`src/design/wta_pkg.sv`:
```
// Shared types and constants for the windowed trapezoid average block.
// Used by wta_ctrl, wta_dp and windowed_trapezoid_average; no dependencies.
package wta_pkg;

	localparam int DEPTH = 1024;
	localparam int AW    = $clog2(DEPTH);
	localparam int CW    = AW + 1;
	localparam int ACCW  = 80;
	localparam int MAGW  = ACCW + 1;
	localparam int DCW   = $clog2(MAGW + 1);
	localparam int RETW  = 20;
	localparam logic [RETW-1:0] RET_RESET = RETW'(3600);

	typedef enum logic [1:0] {
		STS_OK       = 2'd0,
		STS_NO_DATA  = 2'd1,
		STS_ZERO_SPAN = 2'd2
	} status_t;

	typedef enum logic [1:0] {
		SRC_ZERO  = 2'd0,
		SRC_RDATA = 2'd1,
		SRC_DIV   = 2'd2
	} res_src_t;

	typedef enum logic [3:0] {
		ST_IDLE, ST_ADD, ST_TRIM_RD, ST_TRIM_CHK, ST_Q0, ST_T0, ST_SKIP_CHK,
		ST_SKIP_RD, ST_SPAN_CHK, ST_SPAN_RD, ST_SPAN_MUL, ST_SPAN_ACC, ST_DIV, ST_FIN
	} state_t;

	typedef struct packed {
		logic     cap;
		logic     wr;
		logic     rd_en;
		logic     rd_trim;
		logic     cnt_dec;
		logic     k_inc;
		logic     load_t0;
		logic     load_t1;
		logic     load_cur;
		logic     mul;
		logic     acc_add;
		logic     div_init;
		logic     div_step;
		logic     res_load;
		res_src_t res_src;
		status_t  res_status;
		logic     out_push;
	} cmd_t;

	typedef struct packed {
		logic op;
		logic empty;
		logic gt1;
		logic drop;
		logic skip_lt;
		logic k_last;
		logic avg_zero;
		logic span_lt;
		logic den_zero;
		logic div_done;
		logic out_busy;
	} sts_t;

endpackage

```
`src/design/wta_ctrl.sv`:
```
// Controller state machine for the windowed trapezoid average block.
// Depends on wta_pkg; drives wta_dp through cmd_t, reads sts_t.
module wta_ctrl (
	input  logic           clk,
	input  logic           arst_n,
	input  logic           in_fire,
	output logic           in_ready,
	input  wta_pkg::sts_t  sts,
	output wta_pkg::cmd_t  cmd
);

	wta_pkg::state_t state_q, state_nx;

	always_ff @(posedge clk or negedge arst_n) begin
		if (!arst_n) begin
			state_q <= wta_pkg::ST_IDLE;
		end else begin
			state_q <= state_nx;
		end
	end

	always_comb begin
		state_nx       = state_q;
		cmd            = '0;
		cmd.res_src    = wta_pkg::SRC_ZERO;
		cmd.res_status = wta_pkg::STS_OK;
		in_ready       = 1'b0;
		unique case (state_q)
			wta_pkg::ST_IDLE: begin
				in_ready = 1'b1;
				if (in_fire) begin
					cmd.cap  = 1'b1;
					state_nx = sts.op ? wta_pkg::ST_Q0 : wta_pkg::ST_ADD;
				end
			end
			wta_pkg::ST_ADD: begin
				cmd.wr   = 1'b1;
				state_nx = wta_pkg::ST_TRIM_RD;
			end
			wta_pkg::ST_TRIM_RD: begin
				if (sts.gt1) begin
					cmd.rd_en   = 1'b1;
					cmd.rd_trim = 1'b1;
					state_nx    = wta_pkg::ST_TRIM_CHK;
				end else begin
					state_nx = wta_pkg::ST_IDLE;
				end
			end
			wta_pkg::ST_TRIM_CHK: begin
				if (sts.drop) begin
					cmd.cnt_dec = 1'b1;
					state_nx    = wta_pkg::ST_TRIM_RD;
				end else begin
					state_nx = wta_pkg::ST_IDLE;
				end
			end
			wta_pkg::ST_Q0: begin
				if (sts.empty) begin
					cmd.res_load   = 1'b1;
					cmd.res_status = wta_pkg::STS_NO_DATA;
					state_nx       = wta_pkg::ST_FIN;
				end else begin
					cmd.rd_en = 1'b1;
					state_nx  = wta_pkg::ST_T0;
				end
			end
			wta_pkg::ST_T0: begin
				cmd.load_t0 = 1'b1;
				state_nx    = wta_pkg::ST_SKIP_CHK;
			end
			wta_pkg::ST_SKIP_CHK: begin
				if (sts.skip_lt) begin
					if (sts.k_last) begin
						cmd.res_load   = 1'b1;
						cmd.res_status = wta_pkg::STS_NO_DATA;
						state_nx       = wta_pkg::ST_FIN;
					end else begin
						cmd.k_inc = 1'b1;
						state_nx  = wta_pkg::ST_SKIP_RD;
					end
				end else if (sts.avg_zero) begin
					cmd.res_load = 1'b1;
					cmd.res_src  = wta_pkg::SRC_RDATA;
					state_nx     = wta_pkg::ST_FIN;
				end else begin
					cmd.load_t1  = 1'b1;
					cmd.load_cur = 1'b1;
					state_nx     = wta_pkg::ST_SPAN_CHK;
				end
			end
			wta_pkg::ST_SKIP_RD: begin
				cmd.rd_en = 1'b1;
				state_nx  = wta_pkg::ST_SKIP_CHK;
			end
			wta_pkg::ST_SPAN_CHK: begin
				if (sts.span_lt) begin
					if (sts.k_last) begin
						cmd.res_load   = 1'b1;
						cmd.res_status = wta_pkg::STS_NO_DATA;
						state_nx       = wta_pkg::ST_FIN;
					end else begin
						cmd.k_inc = 1'b1;
						state_nx  = wta_pkg::ST_SPAN_RD;
					end
				end else if (sts.den_zero) begin
					cmd.res_load   = 1'b1;
					cmd.res_status = wta_pkg::STS_ZERO_SPAN;
					state_nx       = wta_pkg::ST_FIN;
				end else begin
					cmd.div_init = 1'b1;
					state_nx     = wta_pkg::ST_DIV;
				end
			end
			wta_pkg::ST_SPAN_RD: begin
				cmd.rd_en = 1'b1;
				state_nx  = wta_pkg::ST_SPAN_MUL;
			end
			wta_pkg::ST_SPAN_MUL: begin
				cmd.mul      = 1'b1;
				cmd.load_cur = 1'b1;
				state_nx     = wta_pkg::ST_SPAN_ACC;
			end
			wta_pkg::ST_SPAN_ACC: begin
				cmd.acc_add = 1'b1;
				state_nx    = wta_pkg::ST_SPAN_CHK;
			end
			wta_pkg::ST_DIV: begin
				if (sts.div_done) begin
					cmd.res_load = 1'b1;
					cmd.res_src  = wta_pkg::SRC_DIV;
					state_nx     = wta_pkg::ST_FIN;
				end else begin
					cmd.div_step = 1'b1;
				end
			end
			wta_pkg::ST_FIN: begin
				if (!sts.out_busy) begin
					cmd.out_push = 1'b1;
					state_nx     = wta_pkg::ST_IDLE;
				end
			end
			default: state_nx = wta_pkg::ST_IDLE;
		endcase
	end

endmodule

```
`config.mk`:
```
export PLATFORM = sky130hd
export DESIGN_NAME = wta_ctrl
export DESIGN_NICKNAME = d
export VERILOG_FILES = /design/src/design/wta_pkg.sv /design/src/design/wta_ctrl.sv
export SDC_FILE = /design/constraint.sdc
export NUM_CORES = 1
export LEC_CHECK = 0
export BUFFER_PORTS_ARGS = -buffer_cell sky130_fd_sc_hd__buf_4
export CORE_MARGIN = 3
export CORE_UTILIZATION = 40
export CTS_BUF_LIST = sky130_fd_sc_hd__clkbuf_2 sky130_fd_sc_hd__clkbuf_4 sky130_fd_sc_hd__clkbuf_8
export CTS_CLUSTER_DIAMETER = 80
export DETAILED_ROUTE_END_ITERATION = 12
export PLACE_DENSITY = 0.81
export SKIP_LAST_GASP = 1
export SLEW_MARGIN = 20
export SYNTH_ARGS = -nofsm -noshare
export SYNTH_HDL_FRONTEND = slang
export SYNTH_SLANG_ARGS = --single-unit
```
`constraint.sdc`:
```
create_clock -name clk -period 1.3 [get_ports clk]
set_input_delay 0.13 -clock clk [delete_from_list [all_inputs] [get_ports clk]]
set_output_delay 0.13 -clock clk [all_outputs]
set_load 0.005 [all_outputs]
```
==> results.md, run 1 <==
- Status: stopped before the end
- Halt Stage: global routing (5_1_grt)
- Tool Error: [ERROR DPL-0033] detailed placement checks failed during check placement.
- DPL Wire Length: 1760 µm
- Synth Area in Adders: 0%
- Synth Cell Area: 572 µm²
- Largest family of logic cells by synthesized area: simple AND/OR/NAND/NOR gates
- Sequential fraction of the synthesis area: 17.5%
- Largest net degree at the start of global routing: 14
- Syn Nets: 96
- Std-Cell Rows: 13
- IO Pins: 34
- CTS H-Tree Depth: 1
- Simple-gate area share of the yosys netlist: 46.0%
- Cells after synthesis: 82
- Max Root-Sink Buffers: 2
- Xor/xnor share of the synthesized area: 0%
- GP Congestion: 0.859
- Area contributors post-synth: dfrtp_1, nor3_1, nor2_1, nand2_1, nand2b_1
- Synthesis Warnings: 0
- Post-GRT worst EP: cmd[5]
- Worst ep type: top-level output
- Starting Density: 43.4%
- Die outline height: 43.8 µm
- Mux cell area share after synthesis: 0%
- Die Width: 43.8 µm
- Number of synthesized flops with an enable pin: 0
- Clock sinks: 4
- Area share of the largest cell type after synthesis: 17.5%
- Avg Synthesized Cell Area: 6.97 µm²
- Largest area contributor in the netlist: dfrtp_1
- Clock root cell: clkbuf_4
- Placed inst area: 958 µm²
- Ys flop type: dfrtp_1
- Initial antenna violation count: 0
- Inserted Clock Buffers: 3
- Synth Area in Compound Gates: 27.1%
- IO Port Bufs: 33
- Synth unique cells: 37
- Synth async-reset ratio: 100%
- #FFs+latches synth: 4
[cell usage after synthesis (all sizes together) (2+ instances only)]
cell type / number
nor3: 7
nand2: 7
nor4b: 2
a21oi: 4
nor2: 9
or2: 3
buf: 6
and2: 2
dfrtp: 4
inv: 4
o21a: 2
nand2b: 4
o21ai: 3
nor4: 3
o22ai: 4
[cell families after synthesis]
logic type / Yosys count
DFF: 4
buffers and inverters: 10
and+or+nand+nor: 45
AOI/OAI and AO/OA: 23
[stage by stage]
stage               setup TNS [ps]  utilization [%]  worst slack, ps  std cells
floorplan                     -198                -             -189         82
global placement             -1340             72.7             -254        145
detailed placement           -1810             72.7             -320        145
CTS                          -5180             86.8             -530        154
[timing repair]
action | 4_1_cts
endpoints found under the setup margin | 23
hold buffers | 1
resized for setup | 23
pin swaps | 4
setup buffers | 5
hold endpoints to repair | 4
==> inputs of run 2 (changes only) <==
CORE_AREA = 3 3 64 66   (was unset)
CORE_MARGIN = unset   (was 3)
CORE_UTILIZATION = unset   (was 40)
CTS_BUF_LIST = unset   (was sky130_fd_sc_hd__clkbuf_2 sky130_fd_sc_hd__clkbuf_4 sky130_fd_sc_hd__clkbuf_8)
CTS_CLUSTER_DIAMETER = unset   (was 80)
DIE_AREA = 0 0 67 69   (was unset)
PLACE_DENSITY = unset   (was 0.81)
PLACE_DENSITY_LB_ADDON = 0.15   (was unset)
clock period = 1.7 ns   (was 1.3 ns; I/O delays follow)
==> run 2 against run 1 <==
Effect of this change: the flow now finishes, with violations (setup timing); synthesized cell count did not move; area after synthesis did not move.
==> results.md, run 2 <==
- Fin crit period: 1810 ps
- Max_cap viols: 0
- Crit path max fanout: 5
- Endpoints failing hold: 0
- Critical Path Start Type: flip-flop
- Reg2Reg Setup Slack: 160 ps
- Max Slew Vio Count: 0
- GRT Overall Usage: 10.4%
- Filler cell count: 410
- Placed inst area: 946 µm² (-1.3%)
- #FFs+latches synth: 4 (unchanged)
- Simple-gate area share of the yosys netlist: 46.0% (unchanged)
- Min-Delay Path Class: primary input to flip-flop
- Area share of the largest cell type after synthesis: 17.5% (unchanged)
- DPL Wire Length: 1870 µm (+6.1%)
- Status: complete, but fails checks
- Req. time, crit path: 1530 ps
- Max_slew headroom: 71.8%
- Crit Path Category: flip-flop to primary output
- Largest area contributor in the netlist: dfrtp_1
- Diode count: 0
- Die area: 0.00462 mm²
- WL met2: 1010 µm
- CP startpoint: state_q[1]
- Highest-count cells in the layout ignoring fill and taps: buf_4, nor2_1, nor3_1, nand2_1
- Reg2reg start: state_q[3]
- Xor/xnor share of the synthesized area: 0% (unchanged)
- Largest register FFs: 4
- Synth async-reset ratio: 100% (unchanged)
- Share of cells above drive strength 1: 48.8%
- Synthesis Warnings: 0 (unchanged)
- Routed wl met3: 158 µm
- Initial antenna violation count: 0
- Final ANT Viol Nets: 0
- Critical Path End Type: primary output
- Synth Area in Compound Gates: 27.1% (unchanged)
- IO Pins: 34 (unchanged)
- Number of synthesized flops with an enable pin: 0 (unchanged)
- Top post-synthesis cells by count: nor2_1, nand2_1, nor3_1
- Largest family of logic cells by synthesized area: simple AND/OR/NAND/NOR gates
- P_leak: 0.498 nW
- Mux cell area share after synthesis: 0% (unchanged)
- Synth Cell Area: 572 µm² (unchanged)
- RSZ-0062 raised after global routing: yes
- Setup WS post-layout: -105 ps
- Hold Slack: 206 ps
- Ys flop type: dfrtp_1
- CTS H-Tree Depth: 1 (unchanged)
- Final nets: 145
- Final period utilization: 106%
- Initial DRT Pass Iterations: 4
- Cells after synthesis: 82 (unchanged)
- Sequential fraction of the synthesis area: 17.5% (unchanged)
- Final wirelength: 2290 µm
- Setup TNS: -105 ps
- Area contributors post-synth: dfrtp_1, nor3_1, nor2_1, nand2_1, nand2b_1
- Most frequent cell after synthesis: nor2_1
- Max Root-Sink Buffers: 2 (unchanged)
- Design area: 0.00108 mm²
- Std-Cell Rows: 22 (+9)
- Die Width: 67 µm (+53%)
- Synth-to-layout area growth: 88.8%
- CP arrival: 1640 ps
- Final std cells w/o fill: 177
- Routed vias: 800
- Total grt overflow: 0
- Largest registers: state_q (4)
- Inserted Clock Buffers: 3 (unchanged)
- Initial drt markers: 46
- Met1 WL: 1070 µm
- Clock root cell: clkbuf_8
- Achievable frequency: 554 MHz
- Final Core Density: 29.7%
- CTS tree: built
- Max Used Layer: met4
- Drt wl/cell: 12.9 µm
- Setup Viol. Count Final: 1
- Avg Synthesized Cell Area: 6.97 µm² (unchanged)
- Pin slew with the least headroom to its limit: 422 ps
- GP Congestion: 0.774 (-10%)
- Synth Area in Adders: 0% (unchanged)
- Vias per cell: 4.52
- Worst-Skew Late Latency: 210 ps
- Largest net degree at the start of global routing: 15
- Biggest register: state_q
- Pre-CTS WS: 11.6 ps (+331 ps)
- Power Total: 1.71 mW
- Vias in the first global route: 793
- Syn Nets: 96 (unchanged)
- Post-Route Skew: 2.29 ps
- Most common cell after layout, fill and taps aside: buf_4
- Pwr/cell area: 1590 mW/mm²
- IO Port Bufs: 33 (unchanged)
- Placed cell count: 171 (+18%)
- CORE AREA: 0.00363 mm²
- Critical hold path startpoint: sts[0]
- First-pass GRT wire length: 3810 µm
- Clock sinks: 4 (unchanged)
- Failing checks: setup timing
- Reg clk slew, reported paths: 30 ps
- Peak VDD IR: 0.524 mV
- Synth unique cells: 37 (unchanged)
- DRC Markers: 0
- Starting Density: 15.7% (-28 points)
- Die outline height: 69 µm (+57%)
-- run 2: cell counts after synthesis --
No cell type changed its count.
-- run 2: cells by family (layout without fill, tap and decap cells) --
logic type | Yosys count | after routing
flops | 4 | 4
simple gates | 45 | 45
buf+inv | 10 | 57
compound gates | 23 | 23
-- run 2: layout make-up --
class	count	area [µm²]	area share, %
multi-input combinational	68	474	43.9
tap	48	60.1	5.56
timing repair buffer	50	389	36.0
sequential	4	100	9.27
inverter	4	15.0	1.39
clock buffer	3	41.3	3.82
-- run 2: where the power goes --
group          leakage, nW  internal [mW]  switching (mW)  total, mW
combinational        0.426          0.673           0.650       1.32
sequential          0.0498          0.146          0.0473      0.193
clock               0.0216          0.151          0.0456      0.196
-- run 2: timing repair --
action | 4_1_cts | 5_1_grt
setup buffers | 1 | 1
endpoints found under the setup margin | 5 | 9
hold buffers | 1 | 0
hold endpoints to repair | 4 | 0
pin swaps | 2 | 8
gates resized for setup | 5 | 10
-- run 2: worst paths after layout --
kind / cells after the start / end
max reg2reg: 6 / state_q[3]
min in group asynchronous: 2 / state_q[2]
min: 3 / state_q[0]
max in group asynchronous: 2 / state_q[3]
min reg2reg: 2 / state_q[1]
max: 5 / cmd[5]
-- run 2: critical path, cell delays in order, from the launching register on --
cell	delay (ps)
dfrtp_1	400
nand4bb_1	160
a21oi_2	70
a22o_1	240
or4_1	400
buf_4	150
-- run 2: metal layers --
layer / vias to the layer above / global-route usage, %
li1: 402 / -
met1: 360 / 14.0
met2: 34 / 15.9
met3: 4 / 0.977
met4: 0 / 5.63
met5: - / 0
Note: power is estimated with default switching activity, not from simulation.
==> inputs of run 3 (changes only) <==
CORE_AREA = 2 2 63 65   (was 3 3 64 66)
DIE_AREA = 0 0 65 67   (was 0 0 67 69)
clock period = 2.2 ns   (was 1.7 ns; I/O delays follow)
==> run 3 against run 2 <==
Effect of this change: the run now ends clean; via count shrank 8.6%; cell area shrank 13%; clock power shrank 24%; critical path depth is the same; first-iteration DRC count shrank 54%; sequential share of layout area grew 1.4 points; power shrank 36%; global-route usage shrank 0.059 points; combinational power shrank 41%.
==> results.md, run 3 (synthesized netlist as in run 2, its figures left out) <==
- DPL Wire Length: 1740 µm (-7.0%)
- GRT Overall Usage: 10.3% (-0.059 points)
- Vias in the first global route: 755 (-4.8%)
- Reg2Reg Setup Slack: 570 ps (+410 ps)
- Crit path max fanout: 9 (+4)
- Setup TNS: 0 ps (+105 ps)
- Pwr/cell area: 1170 mW/mm² (-27%)
- Initial drt markers: 21 (-54%)
- Routed wl met3: 161 µm (+1.9%)
- Initial antenna violation count: 0 (unchanged)
- Max Slew Vio Count: 0 (unchanged)
- Placed cell count: 163 (-4.7%)
- Die outline height: 67 µm (-2.9%)
- Worst path cell trace: or2b_1, nor2_2, a22o_1, or4_1, buf_4
- Std-Cell Rows: 22 (unchanged)
- Pin slew with the least headroom to its limit: 481 ps (+59.2 ps)
- Achievable frequency: 492 MHz
- Largest net degree at the start of global routing: 16 (+1)
- Status: finished clean
- CP arrival: 1810 ps (+170 ps)
- Combinational fraction of design power: 71.8% (-5.5 points)
- Total grt overflow: 0 (unchanged)
- Hold Path Sink: state_q[0]
- Drt wl/cell: 12.6 µm (-2.4%)
- CORE AREA: 0.00361 mm² (-0.76%)
- Die Width: 65 µm (-3.0%)
- Switching Fraction: 45.7% (+2.3 points)
- GP Congestion: 0.748 (-3.3%)
- Diode count: 0 (unchanged)
- Post_cts resized: 0 (-5)
- Clock root cell: clkbuf_8
- First-pass GRT wire length: 3470 µm (-8.9%)
- Most common cell after layout, fill and taps aside: buf_4
- Register Area: 100 µm² (unchanged)
- Initial DRT Pass Iterations: 3 (-1)
- Critical hold path startpoint: sts[0]
- Routed vias: 731 (-8.6%)
- Largest register FFs: 4 (unchanged)
- Met1 WL: 979 µm (-8.7%)
- Max Used Layer: met4
- RSZ-0062 raised after global routing: no
- Final std cells w/o fill: 167 (-5.6%)
- Clk pwr share: 13.7% (+2.2 points)
- IO Port Bufs: 33 (unchanged)
- Critical Path Start Type: flip-flop
- Reg2Reg Depth: 5 (-1)
- Crit Path Category: flip-flop to primary output
- WL met2: 930 µm (-7.7%)
- CTS H-Tree Depth: 1 (unchanged)
- Setup Fix Bufs, Post-CTS: 0 (-1)
- CP peak stage delay: 460 ps (+60 ps)
- Synth-to-layout area growth: 63.9%
- Internal power: 593 µW (-39%)
- Post-Route Skew: 3.14 ps (+0.844 ps)
- Filler cell count: 408 (-0.49%)
- Starting Density: 15.9% (+0.12 points)
- Die area: 0.00436 mm² (-5.8%)
- Worst-Skew Late Latency: 210 ps (about the same)
- Final period utilization: 92.4%
- Critical Path End Type: primary output
- Clock sinks: 4 (unchanged)
- Vias per cell: 4.38 (-3.2%)
- Psw: 499 µW (-33%)
- Final wirelength: 2110 µm (-8.0%)
- Reg2reg start: state_q[3]
- Reg clk slew, reported paths: 30 ps (about the same)
- Reg2reg end: state_q[0]
- Setup Viol. Count Final: 0 (-1)
- Max Root-Sink Buffers: 2 (unchanged)
- Share of cells above drive strength 1: 37.0% (-12 points)
- Largest registers: state_q (4)
- CTS tree: built
- Peak VDD IR: 0.344 mV (-34%)
- Final ANT Viol Nets: 0 (unchanged)
- Max_slew headroom: 67.1% (-4.7 points)
- IO Pins: 34 (unchanged)
- Multi-input logic area: 418 µm² (-12%)
- Highest-count cells in the layout ignoring fill and taps: buf_4, nor2_1, nor3_1, nand2_1
- Min-Delay Path Class: primary input to flip-flop
- Hold Crit Depth: 3 (unchanged)
- Sequential Power Share: 14.5% (+3.2 points)
- Fin crit period: 2030 ps
- Slowest cell on the critical path: or4_1
- DRC Markers: 0 (unchanged)
- Inserted Clock Buffers: 3 (unchanged)
- Endpoints failing hold: 0 (unchanged)
- Final nets: 135 (-6.9%)
- P_leak: 0.429 nW (-14%)
- Biggest register: state_q
- Req. time, crit path: 1980 ps (+450 ps)
- Max_cap viols: 0 (unchanged)
## run 3: changes by cell type in the layout (fill, tap and decap cells not counted), sizes merged
cell  before  now
buf       49   39
## run 3: timing repair
action | in CTS | in global routing
hold buffers | 1 | 0
setup endpoints to repair | 0 | 0
endpoints found under the hold margin | 4 | 0
## run 3: worst max path at each step
stage                    start      to  slack, ps  cells past startpoint
CTS                 state_q[2]  cmd[5]        170                      5
global placement    state_q[3]  cmd[5]        420                      5
floorplan           state_q[1]  cmd[5]        620                      6
detailed placement  state_q[2]  cmd[5]        400                      5
global route        state_q[2]  cmd[5]         50                      5
finish              state_q[2]  cmd[5]        170                      5
## run 3: metal layers
metal	GRT usage (%)	vias to the layer above
met4	3.99	0
met3	2.36	4
met5	0	-
li1	-	377
met2	16.8	28
met1	13.2	322
## run 3: critical path: cells and delay by family (launching register included)
| family | cells | cell delay (ps) |
|---|---|---|
| buffers and inverters | 1 | 150 |
| AND/OR/NAND/NOR | 3 | 810 |
| flip-flops | 1 | 450 |
| AO/OA/AOI/OAI | 1 | 190 |
## run 3: cell type report
| class | count | area share (%) |
|---|---|---|
| clock buffers | 3 | 4.41 |
| inverters | 4 | 1.60 |
| multi-input cells | 68 | 44.6 |
| flip-flops and latches | 4 | 10.7 |
| well taps | 48 | 6.41 |
| repair buffers | 40 | 32.3 |
## run 3: power groups by stage
| stage | sequential (mW) | combinational (mW) | clock [mW] |
|---|---|---|---|
| after floorplan | 0.144 | 0.516 | 0 |
| after global routing | 0.164 | 0.878 | 0.162 |
| after CTS | 0.157 | 0.795 | 0.156 |
| after detailed placement | 0.157 | 0.790 | 0 |
| final | 0.159 | 0.784 | 0.149 |
| after global placement | 0.158 | 0.795 | 0 |
## run 3: through the flow
stage | hold WS (ps) | util [%] | setup slack, ps | instance area [µm²] | power, mW
global route | 293 | 26.0 | 53.8 | 937 | 1.20
global placement | 19.0 | 24.6 | 421 | 886 | 0.953
floorplan | -75.6 | - | 621 | 572 | 0.660
CTS | 268 | 26.0 | 171 | 937 | 1.11
finish | 272 | 26.0 | 167 | 937 | 1.09
detailed placement | 18.6 | 24.6 | 404 | 886 | 0.948
==> inputs of run 4 (changes only) <==
GPL_TIMING_DRIVEN = 0   (was unset)
clock period = 2.3 ns   (was 2.2 ns; I/O delays follow)
==> run 4 against run 3 <==
Effect of this change: cell area down 0.67%; clock skew down 2.1 ps; largest power group unchanged; via count up 4.2%.
==> results.md, run 4 (synthesized netlist as in run 2, its figures left out) <==
- Achievable frequency: 492 MHz
- M3 GR Usage: 1.69% (-0.68 points)
- CORE AREA: 0.00361 mm² (unchanged)
- Multi-input logic area: 418 µm² (unchanged)
- Setup Viol. Count Final: 0 (unchanged)
- Hold Crit Depth: 3 (unchanged)
- DPL Wire Length: 1720 µm (-1.0%)
- Placed inst area: 880 µm² (-0.71%)
- Min-Delay Path Class: primary input to flip-flop
- Vias in the first global route: 702 (-7.0%)
- Psw: 485 µW (-2.8%)
- CP arrival: 1800 ps (about the same)
- Critical Path Start Type: flip-flop
- Power Total: 1.05 mW (-4.2%)
- Max Slew Vio Count: 0 (unchanged)
- Final wirelength: 2150 µm (+2.1%)
- IO Port Bufs: 33 (unchanged)
- CTS tree: built
- CP peak stage delay: 460 ps (about the same)
- Sequential Power Share: 14.3% (-0.2 points)
- Clock sinks: 4 (unchanged)
- Post_cts resized: 0 (unchanged)
- First-pass GRT wire length: 3420 µm (-1.4%)
- Final period utilization: 88.4%
- Reg2reg end: state_q[0]
- Clock root cell: clkbuf_8
- Status: finished clean
- Filler cell count: 425 (+4.2%)
- Setup TNS: 0 ps (unchanged)
- Largest net degree at the start of global routing: 11 (-5)
- Crit path max fanout: 8 (-1)
- Die Width: 65 µm (unchanged)
- Largest registers: state_q (4)
- Vias per cell: 4.56 (+4.2%)
- Met2 Use GR: 16.0% (-0.77 points)
- DRC Markers: 0 (unchanged)
- Synth-to-layout area growth: 62.8%
- Most common cell after layout, fill and taps aside: buf_4
- Reg2Reg Depth: 4 (-1)
- Diode count: 0 (unchanged)
- Reg2Reg Setup Slack: 710 ps (+140 ps)
- Biggest register: state_q
- Critical Path End Type: primary output
- Pin slew with the least headroom to its limit: 490 ps (+8.54 ps)
- Max_slew headroom: 66.5% (-0.58 points)
- Final ANT Viol Nets: 0 (unchanged)
- Drt wl/cell: 12.9 µm (+2.1%)
- Die outline height: 67 µm (unchanged)
- Top Usage Layer GRT: met2
- Die area: 0.00436 mm² (unchanged)
- Reg2reg start: state_q[2]
- Design area: 931 µm² (-0.67%)
- Starting Density: 15.9% (unchanged)
- P_leak: 0.429 nW (about the same)
- Initial drt markers: 25 (+19%)
- Routed vias: 762 (+4.2%)
- Register Area: 100 µm² (unchanged)
- Endpoints failing hold: 0 (unchanged)
- Req. time, crit path: 2070 ps (+90 ps)
- Share of cells above drive strength 1: 37.0% (unchanged)
- Initial antenna violation count: 0 (unchanged)
- Switching Fraction: 46.3% (+0.67 points)
- Combinational fraction of design power: 71.7% (about the same)
- CTS H-Tree Depth: 1 (unchanged)
- GR Layer Usage met1: 13.9% (+0.62 points)
- Top delay family on crit path: simple AND/OR/NAND/NOR gates
- Post-Route Skew: 1.08 ps (-2.06 ps)
- Hold Path Sink: state_q[0]
- Max_cap viols: 0 (unchanged)
- Crit Path Category: flip-flop to primary output
- Fin crit period: 2030 ps
- IO Pins: 34 (unchanged)
- RSZ-0062 raised after global routing: no
- GP Congestion: 0.757 (+1.3%)
- Worst-Skew Late Latency: 220 ps (about the same)
- Worst path cell trace: or2b_1, nor2_2, a22o_1, or4_1, buf_4
- Largest register FFs: 4 (unchanged)
- Internal power: 561 µW (-5.4%)
- Pwr/cell area: 1120 mW/mm² (-3.6%)
- Highest-count cells in the layout ignoring fill and taps: buf_4, nor2_1, nor3_1, nand2_1
- Buffers and inverters on the worst path: 1 (unchanged)
- Initial DRT Pass Iterations: 4 (+1)
- Std-Cell Rows: 22 (unchanged)
- Slowest cell on the critical path: or4_1
- Peak VDD IR: 0.459 mV (+34%)
- Inserted Clock Buffers: 3 (unchanged)
- Max Root-Sink Buffers: 2 (unchanged)
- Total grt overflow: 0 (unchanged)
- Critical hold path startpoint: sts[0]
- Reg clk slew, reported paths: 30 ps (about the same)
- Final nets: 135 (unchanged)
- GRT Overall Usage: 10.2% (-0.14 points)
- Clk pwr share: 14.0% (+0.3 points)
## run 4: changes by cell type in the layout (fill, tap and decap cells not counted)
| cell | previous run | this run |
|---|---|---|
| buf_4 | 39 | 34 |
| buf_2 | 0 | 4 |
| buf_6 | 0 | 1 |
## run 4: worst max-delay path by stage
stage               cells after the start        from  endpoint  slack (ps)
global route                            5  state_q[2]    cmd[5]         140
detailed placement                      5  state_q[2]    cmd[5]         470
floorplan                               6  state_q[1]    cmd[5]         710
finish                                  5  state_q[2]    cmd[5]         270
global placement                        5  state_q[2]    cmd[5]         470
CTS                                     5  state_q[2]    cmd[5]         240
## run 4: per-layer routing
layer	vias up	routed length, µm
met2	32	949
met1	346	1010
li1	382	-
met3	2	182
met4	0	13
met5	-	0
## run 4: cell type report
type	count	area share (%)
inverters	4	1.61
repair buffers	34	27.7
clock buffers	3	4.44
multi-input cells	68	44.9
well taps	48	6.45
flip-flops and latches	4	10.8
plain buffers	6	4.17
## run 4: metrics by stage
step	utilization [%]	setup WS, ps	hold slack, ps	std cells
2_1_floorplan	-	711	-65.6	82
3_5_place_dp	24.4	475	26.8	163
6_report	25.8	267	277	167
5_1_grt	25.8	142	296	167
3_3_place_gp	24.4	467	26.7	163
4_1_cts	25.8	244	280	167
## run 4: worst reg2reg max path: cells and delay by family, from the launching register on
family	cells	cell delay [ps]
AOI/OAI and AO/OA	2	600
DFF	1	420
and+or+nand+nor	2	430
## run 4: repair_timing
item,in CTS,in global routing
endpoints found under the hold margin,4,0
buffers inserted,0,0
hold buffers,1,0
## run 4: power by group through the flow
stage | Clock, mW | Sequential, mW | Combinational [mW]
2_1_floorplan | 0 | 0.138 | 0.494
3_3_place_gp | 0 | 0.152 | 0.756
3_5_place_dp | 0 | 0.150 | 0.756
4_1_cts | 0.150 | 0.149 | 0.758
5_1_grt | 0.152 | 0.159 | 0.832
6_report | 0.146 | 0.150 | 0.750
